[src/rtl/stable_merge_sort_unit_defines.svh]
// Assertion macros used by the sort unit's RTL.
`ifndef STABLE_MERGE_SORT_UNIT_DEFINES_SVH
`define STABLE_MERGE_SORT_UNIT_DEFINES_SVH

// Check that the consequent holds in the same cycle as the antecedent.
`define SSORT_ASSERT_SAME(lbl, ante, cons, msg) \
  lbl: assert property (@(posedge clk) disable iff (rst) (ante) |-> (cons)) \
    else $error(msg);

// Check that the consequent holds in the cycle after the antecedent.
`define SSORT_ASSERT_NEXT(lbl, ante, cons, msg) \
  lbl: assert property (@(posedge clk) disable iff (rst) (ante) |=> (cons)) \
    else $error(msg);

`endif

[src/rtl/ssort_pkg.sv]
package ssort_pkg;

  localparam int unsigned DATA_W = 32;

  // One incoming request: an element and the end-of-set mark.
  typedef struct packed {
    logic signed [DATA_W-1:0] value_in;
    logic                     last_in;
  } item_t;

  // One sorted result.
  typedef struct packed {
    logic signed [DATA_W-1:0] sorted_value;
    logic                     last_out;
    logic                     dropped_flag;
  } result_t;

endpackage

[src/rtl/ssort_ram.sv]
module ssort_ram #(
  parameter int unsigned WIDTH = 32,
  parameter int unsigned DEPTH = 16
) (
  input  logic                     clk,
  input  logic                     wr_en,
  input  logic [$clog2(DEPTH)-1:0] wr_addr,
  input  logic [WIDTH-1:0]         wr_data,
  input  logic [$clog2(DEPTH)-1:0] rd_addr_a,
  input  logic [$clog2(DEPTH)-1:0] rd_addr_b,
  output logic [WIDTH-1:0]         rd_data_a,
  output logic [WIDTH-1:0]         rd_data_b
);

  logic [WIDTH-1:0] mem [DEPTH];

  // Write one word, read two words with registered output.
  always_ff @(posedge clk) begin
    if (wr_en) begin
      mem[wr_addr] <= wr_data;
    end
    rd_data_a <= mem[rd_addr_a];
    rd_data_b <= mem[rd_addr_b];
  end

endmodule

[src/rtl/stable_merge_sort_unit.sv]
// Stable merge sort unit. Requests carry one signed 32-bit value each and are
// collected, one per cycle, into a store of DEPTH entries; values arriving
// when the store is full are dropped and every result of that set then has
// dropped_flag set. The request marked last starts a bottom-up merge sort
// (ties keep arrival order) that ping-pongs between two RAMs: one comparator
// handles one element at a time (RAM read, then compare and write), and
// a set of n elements needs ceil(log2 n) passes. Results then leave one at
// a time, each held until result_ready, the last one marked with last_out.
// The unit accepts no request from the last request of a set until its
// final result has been taken.
module stable_merge_sort_unit #(
  parameter int unsigned DEPTH = 16
) (
  input  logic               clk,
  input  logic               rst,
  input  logic               item_valid,
  output logic               item_ready,
  input  ssort_pkg::item_t   item,
  output logic               result_valid,
  input  logic               result_ready,
  output ssort_pkg::result_t result
);

`include "stable_merge_sort_unit_defines.svh"

  localparam int unsigned AW = $clog2(DEPTH);
  localparam int unsigned CW = $clog2(DEPTH + 1);
  localparam int unsigned DW = ssort_pkg::DATA_W;

  localparam logic [2:0] S_COLLECT = 3'd0;
  localparam logic [2:0] S_MRD     = 3'd1;
  localparam logic [2:0] S_MCMP    = 3'd2;
  localparam logic [2:0] S_ORD     = 3'd3;
  localparam logic [2:0] S_OLOAD   = 3'd4;
  localparam logic [2:0] S_OHOLD   = 3'd5;

  logic [2:0]    state, state_next;
  logic [CW-1:0] count, count_next;
  logic          overflow, overflow_next;
  logic [CW:0]   width, width_next;
  logic [CW-1:0] idx_i, idx_i_next;
  logic [CW-1:0] idx_j, idx_j_next;
  logic [CW-1:0] idx_k, idx_k_next;
  logic [CW-1:0] mid, mid_next;
  logic [CW-1:0] hi, hi_next;
  logic          src, src_next;
  logic          result_valid_next;
  ssort_pkg::result_t result_next;

  logic                 in_acc;
  logic                 has_room;
  logic                 take_left;
  logic signed [DW-1:0] rd_a, rd_b;
  logic [DW-1:0]        r0_a, r0_b, r1_a, r1_b;
  logic [DW-1:0]        merged;
  logic [CW+1:0]        sum_mid, sum_hi;
  logic [CW:0]          w2;

  logic          r0_we, r1_we;
  logic [AW-1:0] r0_waddr;
  logic [DW-1:0] r0_wdata;
  logic [AW-1:0] rd_addr_a, rd_addr_b;

  assign item_ready = (state == S_COLLECT);
  assign in_acc     = item_valid && item_ready;
  assign has_room   = (count < CW'(DEPTH));

  // Select the source run data.
  assign rd_a = src ? $signed(r1_a) : $signed(r0_a);
  assign rd_b = src ? $signed(r1_b) : $signed(r0_b);

  // Compare: the left run wins on equal values.
  assign take_left = (idx_i < mid) && ((idx_j >= hi) || (rd_a <= rd_b));
  assign merged    = take_left ? rd_a : rd_b;

  assign rd_addr_a = (state == S_MRD) ? idx_i[AW-1:0] : idx_k[AW-1:0];
  assign rd_addr_b = idx_j[AW-1:0];

  // Route writes: collection and passes that read RAM 1 go to RAM 0.
  assign r0_we    = (in_acc && has_room) || ((state == S_MCMP) && src);
  assign r0_waddr = (state == S_COLLECT) ? count[AW-1:0] : idx_k[AW-1:0];
  assign r0_wdata = (state == S_COLLECT) ? item.value_in : merged;
  assign r1_we    = (state == S_MCMP) && !src;

  ssort_ram #(.WIDTH(DW), .DEPTH(DEPTH)) u_ram0 (
    .clk       (clk),
    .wr_en     (r0_we),
    .wr_addr   (r0_waddr),
    .wr_data   (r0_wdata),
    .rd_addr_a (rd_addr_a),
    .rd_addr_b (rd_addr_b),
    .rd_data_a (r0_a),
    .rd_data_b (r0_b)
  );

  ssort_ram #(.WIDTH(DW), .DEPTH(DEPTH)) u_ram1 (
    .clk       (clk),
    .wr_en     (r1_we),
    .wr_addr   (idx_k[AW-1:0]),
    .wr_data   (merged),
    .rd_addr_a (rd_addr_a),
    .rd_addr_b (rd_addr_b),
    .rd_data_a (r1_a),
    .rd_data_b (r1_b)
  );

  // Sequence collection, merge passes and emission.
  always_comb begin
    state_next        = state;
    count_next        = count;
    overflow_next     = overflow;
    width_next        = width;
    idx_i_next        = idx_i;
    idx_j_next        = idx_j;
    idx_k_next        = idx_k;
    mid_next          = mid;
    hi_next           = hi;
    src_next          = src;
    result_valid_next = result_valid;
    result_next       = result;
    sum_mid           = '0;
    sum_hi            = '0;
    w2                = '0;
    unique case (state)
      S_COLLECT: begin
        if (in_acc) begin
          if (has_room) begin
            count_next = count + CW'(1);
          end else begin
            overflow_next = 1'b1;
          end
          if (item.last_in) begin
            src_next   = 1'b0;
            idx_k_next = '0;
            if (count_next > CW'(1)) begin
              width_next = (CW+1)'(1);
              idx_i_next = '0;
              mid_next   = CW'(1);
              idx_j_next = CW'(1);
              hi_next    = CW'(2);
              state_next = S_MRD;
            end else begin
              state_next = S_ORD;
            end
          end
        end
      end
      S_MRD: begin
        state_next = S_MCMP;
      end
      S_MCMP: begin
        idx_k_next = idx_k + CW'(1);
        if (take_left) begin
          idx_i_next = idx_i + CW'(1);
        end else begin
          idx_j_next = idx_j + CW'(1);
        end
        state_next = S_MRD;
        if (idx_k_next == hi) begin
          if (hi == count) begin
            // Close the pass: double the run width and swap RAMs.
            w2         = width << 1;
            width_next = w2;
            src_next   = !src;
            idx_k_next = '0;
            if (w2 >= (CW+1)'(count)) begin
              state_next = S_ORD;
            end else begin
              sum_mid    = (CW+2)'(w2);
              sum_hi     = (CW+2)'(w2) << 1;
              idx_i_next = '0;
              mid_next   = (sum_mid > (CW+2)'(count)) ? count : sum_mid[CW-1:0];
              idx_j_next = mid_next;
              hi_next    = (sum_hi > (CW+2)'(count)) ? count : sum_hi[CW-1:0];
            end
          end else begin
            // Open the next pair of runs.
            sum_mid    = (CW+2)'(hi) + (CW+2)'(width);
            sum_hi     = sum_mid + (CW+2)'(width);
            idx_i_next = hi;
            mid_next   = (sum_mid > (CW+2)'(count)) ? count : sum_mid[CW-1:0];
            idx_j_next = mid_next;
            hi_next    = (sum_hi > (CW+2)'(count)) ? count : sum_hi[CW-1:0];
          end
        end
      end
      S_ORD: begin
        state_next = S_OLOAD;
      end
      S_OLOAD: begin
        result_next.sorted_value = rd_a;
        result_next.last_out     = (idx_k + CW'(1) == count);
        result_next.dropped_flag = overflow;
        result_valid_next        = 1'b1;
        state_next               = S_OHOLD;
      end
      S_OHOLD: begin
        if (result_ready) begin
          result_valid_next = 1'b0;
          if (result.last_out) begin
            count_next    = '0;
            overflow_next = 1'b0;
            state_next    = S_COLLECT;
          end else begin
            idx_k_next = idx_k + CW'(1);
            state_next = S_ORD;
          end
        end
      end
      default: begin
        state_next = S_COLLECT;
      end
    endcase
  end

  // Hold control state under reset, advance otherwise.
  always_ff @(posedge clk) begin
    if (rst) begin
      state        <= S_COLLECT;
      count        <= '0;
      overflow     <= 1'b0;
      result_valid <= 1'b0;
    end else begin
      state        <= state_next;
      count        <= count_next;
      overflow     <= overflow_next;
      result_valid <= result_valid_next;
    end
  end

  // Merge indices and result payload.
  always_ff @(posedge clk) begin
    width  <= width_next;
    idx_i  <= idx_i_next;
    idx_j  <= idx_j_next;
    idx_k  <= idx_k_next;
    mid    <= mid_next;
    hi     <= hi_next;
    src    <= src_next;
    result <= result_next;
  end

  `SSORT_ASSERT_SAME(a_ready_excl, item_ready, !result_valid, "request taken while result pending")
  `SSORT_ASSERT_SAME(a_count_bound, 1'b1, count <= CW'(DEPTH), "element count above depth")
  `SSORT_ASSERT_NEXT(a_back_to_collect, result_valid && result_ready && result.last_out, item_ready, "no return to collection after final result")
  `SSORT_ASSERT_SAME(a_merge_bound, state == S_MCMP, idx_k < count && hi <= count, "merge index beyond set")

endmodule

[config.mk]
export PLATFORM = sky130hd
export DESIGN_NAME = stable_merge_sort_unit
export DESIGN_NICKNAME = d
export VERILOG_FILES = /design/src/rtl/ssort_pkg.sv /design/src/rtl/ssort_ram.sv /design/src/rtl/stable_merge_sort_unit.sv
export VERILOG_INCLUDE_DIRS = /design/src /design/src/rtl
export SDC_FILE = /design/constraint.sdc
export NUM_CORES = 2
export LEC_CHECK = 0
export BUFFER_PORTS_ARGS = -buffer_cell sky130_fd_sc_hd__buf_2
export CELL_PAD_IN_SITES_DETAIL_PLACEMENT = 0
export CELL_PAD_IN_SITES_GLOBAL_PLACEMENT = 1
export CORE_MARGIN = 4
export CORE_UTILIZATION = 60
export DETAILED_ROUTE_END_ITERATION = 10
export PLACE_DENSITY_LB_ADDON = 0.1
export SETUP_SLACK_MARGIN = 0.1
export SYNTH_ARGS = -nofsm -noshare
export SYNTH_HDL_FRONTEND = slang
export SYNTH_SLANG_ARGS = --single-unit
[constraint.sdc]
create_clock -name clk -period 7 [get_ports clk]
set_input_delay 1.75 -clock clk [delete_from_list [all_inputs] [get_ports clk]]
set_output_delay 1.75 -clock clk [all_outputs]
set_load 0.01 [all_outputs]
### Yosys cells after proc, flatten, opt, wreduce, memory -nomap -nowiden

Memories as Yosys holds them, arrays and structs flattened. A register that Yosys moved wholly into a read port is not among the register bits.
Cells that the tools add are included.
Widths: inputs -> output; s select.

| operators by class | value |
|---|---|
| add/subtract/negate cells | 6 |
| $lt $le $gt $ge | 10 |
| eq/ne operators | 18 |
| mux-type cells | 82 |
| reductions and logical operators | 22 |

Operators by type and width:

| cell | count |
|---|---|
| $mux 5 | 39 |
| $mux 32 | 4 |
| $pmux 5 s2 | 5 |
| $le 32x32->1 | 1 |
| $mux 6 | 5 |
| $gt 7x5->1 | 3 |
| $add 5x1->5 const B | 4 |
| $pmux 3 s6 | 1 |
| $eq 5x5->1 | 3 |
| $pmux 5 s3 | 1 |
| $reduce_and 5->1 | 3 |
| $mux 1 | 13 |
| $pmux 6 s2 | 1 |
| $reduce_and 6->1 | 2 |
| $mux 2 | 5 |
| $ne 2x1->1 const B | 5 |
| $mux 3 | 3 |
| $mux 4 | 2 |
| $ne 2x2->1 const B | 4 |
| $reduce_and 4->1 | 2 |
| $add 5x6->7 | 1 |
| $add 7x6->7 | 1 |
| $eq 3x2->1 const B | 2 |
| $eq 3x3->1 const B | 2 |
| other kinds (17) | 26 |

| word-level totals | value |
|---|---|
| bits in registers | 76 |
| RAM bits | 1024 |
| input bits | 37 |
| output and inout bits | 36 |
| memories | 2 |

Memory list:

| memory | depth | width | rd ports | clocked after Yosys merged registers in | write ports | RTL line | RTL |
|---|---|---|---|---|---|---|---|
| u_ram0.mem | 16 | 32 | 2 | 2 | 1 | ssort_ram.sv:15 | `logic [WIDTH-1:0] mem [DEPTH];` |
| u_ram1.mem | 16 | 32 | 2 | 2 | 1 | ssort_ram.sv:15 |  |

### Longest topological paths before layout

| depth | value |
|---|---|
| word-level depth | 9 |
| gate-level depth with buffers | 17 |

### By module

Synthesis repeated with hierarchy kept, for this count alone.

| unflattened totals | value |
|---|---|
| cell total of the unflattened synthesis | 2990 |
| area, all modules | 55366.9 um^2 |

Modules (own cells, without submodules):

| module | times used | cells an instance | area each (um^2) |
|---|---|---|---|
| ssort_ram (u_ram1) | 1 | 1141 | 24203.2 |
| ssort_ram (u_ram0) | 1 | 1141 | 24188.2 |
| stable_merge_sort_unit | 1 | 708 | 6975.4 |

### Worst setup path after synthesis

OpenSTA, ideal clock, no wires.

| path | value |
|---|---|
| path type | reg-to-reg |
| from | register src |
| to | memory u_ram0.mem[0][0] (data pin) |
| arrival | 4.146 ns |
| data required time | 6.715 ns |
| slack | 2.569 ns |
| cell stages (with the launch flop) | 15 |
| period minus slack after synthesis | 4.431 ns |
| cells stage by stage | edfxtp_1 > clkbuf_1 > clkbuf_1 > clkbuf_1 > mux2i_1 > ha_1 > a21oi_2 > nand2_1 > a221o_1 > a211o_1 > o31a_1 > buf_6 > nor2_2 > mux2_2 > mux2_2 |

| between the ends | value |
|---|---|
| cells in the longest elaborated chain, start to end | 6 |
| elaborated cells between the ends (all ways) | 7 |
| classes of those cells | 1 x order compare; 4 x mux; 2 x reduce/logical |

RTL lines:

| what | RTL line | RTL |
|---|---|---|
| from (decl) | stable_merge_sort_unit.sv:46 | `logic src, src_next;` |
| from (signal assigned) | stable_merge_sort_unit.sv:239 | `src <= src_next;` |
| $mux 32, on equally long branches | stable_merge_sort_unit.sv:69, stable_merge_sort_unit.sv:70 |  |
| $le 32x32->1 | stable_merge_sort_unit.sv:73 | `assign take_left = (idx_i < mid) && ((idx_j >= hi) \|\| (rd_a <= rd_b));` |
| $logic_or 1x1->1 | stable_merge_sort_unit.sv:73 |  |
| $logic_and 1x1->1 | stable_merge_sort_unit.sv:73 |  |
| $mux 32 (*) | stable_merge_sort_unit.sv:74 | `assign merged = take_left ? rd_a : rd_b;` |
| via merged[0] | stable_merge_sort_unit.sv:55 | `logic [DW-1:0] merged;` |
| $mux 32 (*) | stable_merge_sort_unit.sv:82 | `assign r0_wdata = (state == S_COLLECT) ? item.value_in : merged;` |
| via r0_wdata[0] | stable_merge_sort_unit.sv:61 | `logic [DW-1:0] r0_wdata;` |
| to (decl) | ssort_ram.sv:15 |  |

The timed path passes the listed nets; every way through them passes the cells marked *.

### Worst setup path in the final report

| path | value |
|---|---|
| from | register src |
| to | memory u_ram0.mem[8][23] (data pin) |

| between the ends | value |
|---|---|
| cells in the longest elaborated chain, start to end | 6 |
| elaborated cells between the ends (all ways) | 7 |
| classes of those cells | 1 x order compare; 4 x mux; 2 x reduce/logical |

RTL lines:

| what | RTL line | RTL |
|---|---|---|
| $mux 32 | stable_merge_sort_unit.sv:69 | `assign rd_a = src ? $signed(r1_a) : $signed(r0_a);` |
| via rd_a[31] | stable_merge_sort_unit.sv:53 | `logic signed [DW-1:0] rd_a, rd_b;` |
| $le 32x32->1 | stable_merge_sort_unit.sv:73 |  |
| $logic_or 1x1->1 | stable_merge_sort_unit.sv:73 |  |
| $logic_and 1x1->1 | stable_merge_sort_unit.sv:73 |  |
| $mux 32 | stable_merge_sort_unit.sv:74 |  |
| via merged[23] | stable_merge_sort_unit.sv:55 |  |
| $mux 32 | stable_merge_sort_unit.sv:82 |  |
| via r0_wdata[23] | stable_merge_sort_unit.sv:61 |  |

The timed path passes the listed nets, and every way through them passes these cells.

==> reports/qor.txt <==
status -> completed
Final setup viols -> 0
Worst-path clk slew -> 0.07 ns
fillers -> 6,031
CTS resizes -> 0
htree depth -> 4
crit-path max cell delay -> 0.65 ns
Iter 0 DRT Violations -> 4,884
routed vias/inst -> 7.363
antenna violations before repair -> 3
cell count after synthesis -> 2,983
first-pass GRT wire length -> 230,800 um
Crit Path Max Fanout -> 69
compound-gate portion of the synthesized area -> 3.774%
fin nets -> 3,138
Post-Syn Nets -> 3,098
largest family of logic cells by synthesized area -> multiplexers
adder-cell share of the synthesized area -> 1.767%
Synth async-reset ratio -> 0%
Post-Synth Simple-Gate Area -> 3.466%
critical path class -> reg2reg
HP Class -> reg2reg
multiplexer share of the synthesized area -> 25.25%
post-synth cell types -> 65
Final Max Slew Viols -> 0
VDD IR max -> 0.4145 mV
Yosys reg bits -> 1,228
CP arrival -> 5.88 ns
die width -> 313.7 um
Seq/Total Area, Yosys -> 63.30%
routed vias -> 32,230
CP cell instances -> buf_12 -> mux2_2 -> ha_1 -> nand4_2 -> or4_1 -> nor3_1 -> o31a_2 -> buf_4 -> o31a_1 -> mux2_2
CTS max path bufs -> 3
Worst Path Required -> 7.53 ns
Die Y -> 313.7 um
vias in the first global route -> 32,324
detailed-placement wirelength estimate -> 87,270 um
synthesis-to-layout area growth -> 10.87%
io pins -> 73
Post-Route WL -> 160,200 um
fin util -> 67.41%
# DRC -> 0
fmax -> 0.1868 GHz
Post-synth EDFFs -> 1,090
Cell Area, Synth -> 0.05607 mm2
number of I/O port buffers -> 72
Top cell by count, worst path -> mux2_2
gpl congestion -> 0.8215
RSZ-0062 raised after global routing -> no
GRT Residual Overflow -> 0
Routed Antenna Nets -> 0
post-synthesis xor/xnor area fraction -> 0.5467%
Max Cap Viol -> 0
CP endpoint kind -> register
Rows -> 111
Final min period -> 5.353 ns
die area -> 0.09840 mm2
P_leak -> 20.17 nW
detailed-route wire length per cell -> 36.61 um
CTS Sinks -> 1,228
synthesized area per cell -> 18.80 um2
final setup skew -> 0.02611 ns
worst skew pair latency -> 0.74 ns
worst slew pin tran -> 1.285 ns
CP top delay family -> compound AO/OA/AOI/OAI gates
CP Launch Type -> register
core area -> 0.09222 mm2
WP buf/inv -> 2
Main synth FF type -> edfxtp_1
Pwr Density -> 510.3 mW/mm2
Synthesis Warnings -> 0
Post-CTS Hold Fix Bufs -> 0
Setup Fix Bufs, Post-CTS -> 0
CTS tree -> yes
drt pass-1 iters -> 5
Worst path slowest cell -> o31a_2
setup TNS -> 0 ns
Rel. slew slack -> 14.30%
CTS buffer count -> 131
largest net degree at the start of global routing -> 131
Final Hold Fails -> 0
Total GRT Usage -> 33.02%
Tcrit/Tclk final -> 76.47%
Clock Root Buffer -> clkbuf_16
share of cells above drive strength 1 -> 32.24%
initial core utilization -> 60.80%
## synth_stat cells (12+ instances only)
cell type,n,area share (%)
a211oi_1,68,0.91
a21oi_1,35,0.31
a31oi_1,71,0.79
and2_1,84,0.94
buf_1,32,0.21
buf_2,27,0.24
buf_4,15,0.20
clkbuf_1,133,0.89
dfxtp_1,138,4.9
edfxtp_1,1090,58
ha_1,76,1.7
inv_1,30,0.20
mux2_2,62,1.2
mux2i_1,41,0.73
mux4_2,576,23
nand2_1,160,1.1
nand3_1,20,0.18
nor2_1,55,0.37
nor3_1,14,0.12
o21ai_0,69,0.62
o31a_1,32,0.50
xnor2_1,23,0.36
xor2_1,12,0.19
## final cells by class
type	instances	area (um2)	share of cell area, %
antenna	1	2.502	0.004026
sequential	1228	35490	57.10
inverter	31	116.4	0.1872
multi-input combinational	1510	19740	31.76
clock buffer	186	3764	6.055
timing repair buffer	121	903.4	1.453
clock inverter	57	583.1	0.9380
tap	1243	1555	2.502
## cell usage in the layout, fill, tap and decap left out, types with 17 or more instances in the layout
cell and count:
edfxtp_1 1090, mux4_2 576, nand2_1 160, clkbuf_16 138, dfxtp_1 138, ha_1 76, buf_2 72, a31oi_1 71
o21ai_0 69, and2_1 68, a211oi_1 68, mux2_2 61, mux2i_1 39, nor2_1 38, clkbuf_1 35, buf_4 35
a21oi_1 33, o31a_1 31, inv_1 30, xnor2_1 23, nand3_1 20, clkinv_2 20, nor2_4 17
## worst register-to-register path: cells and delay by family (launching register included)
kind,cells,cell delay [ns]
AOI/OAI and AO/OA,2,1.31
and+or+nand+nor,3,1.06
muxes,2,1.00
buffers and inverters,2,0.93
adders and majority gates,1,0.43
DFF,1,0.41
## path summary, 6_finish.rpt
path | cells after the start | slack, ns | start | endpoint
worst min-delay path | 2 | 0.47 | overflow$_SDFFE_PP0P_ | overflow$_SDFFE_PP0P_
worst max-delay path | 10 | 1.65 | src$_SDFFCE_PN0P_ | u_ram0.mem[8][23]$_DFFE_PP_
worst min register to register | 2 | 0.47 | overflow$_SDFFE_PP0P_ | overflow$_SDFFE_PP0P_
worst max register to register | 10 | 1.65 | src$_SDFFCE_PN0P_ | u_ram0.mem[8][23]$_DFFE_PP_
## where the power goes
part           total (mW)  internal, mW  switching (mW)
Clock                6.97          4.10            2.86
Sequential           12.1          11.5           0.624
Combinational        12.7          4.79            7.88
Total                31.7          20.4            11.4
## flip-flops by register name (all words and copies together), names as in the netlist
name	flops
u_ram0.mem	512
u_ram0.rd_data_b	32
count	5
src	1
mid	5
idx_i	5
state	3
overflow	1
hi	5
u_ram1.rd_data_a	32
u_ram1.rd_data_b	32
result_valid	1
idx_k	5
result	34
u_ram0.rd_data_a	32
u_ram1.mem	512
idx_j	5
width	6
## cell families after synthesis
| logic type | count (synthesis) |
|---|---|
| AOI/OAI and AO/OA | 319 |
| xor gates and xnor gates | 35 |
| adders and majority gates | 78 |
| buffers and inverters | 245 |
| DFF | 1228 |
| muxes | 684 |
| and+or+nand+nor | 394 |
## metal layers
metal | share of wire, % | up-vias | global-route usage, %
met3 | 12 | 328 | 8.339
met1 | 38 | 17017 | 46.69
li1 | - | 12629 | -
met5 | 0 | - | 0
met2 | 47 | 2256 | 51.26
met4 | 3.4 | 0 | 11.34
## metrics by stage
step           hold WS [ns]  power, mW  std cells  setup WS (ns)  instance area (um2)
2_1_floorplan        0.4082      20.72       2983          2.569                56070
3_5_place_dp         0.4364      24.70       4133          1.816                57810
6_report             0.4702      31.72       4377          1.647                62160
4_1_cts              0.4689      31.62       4376          1.780                62160
3_3_place_gp         0.4545      24.22       4133          1.932                57810
5_1_grt              0.4905      33.04       4377          1.420                62160
Note: power is estimated with default switching activity, not from simulation.
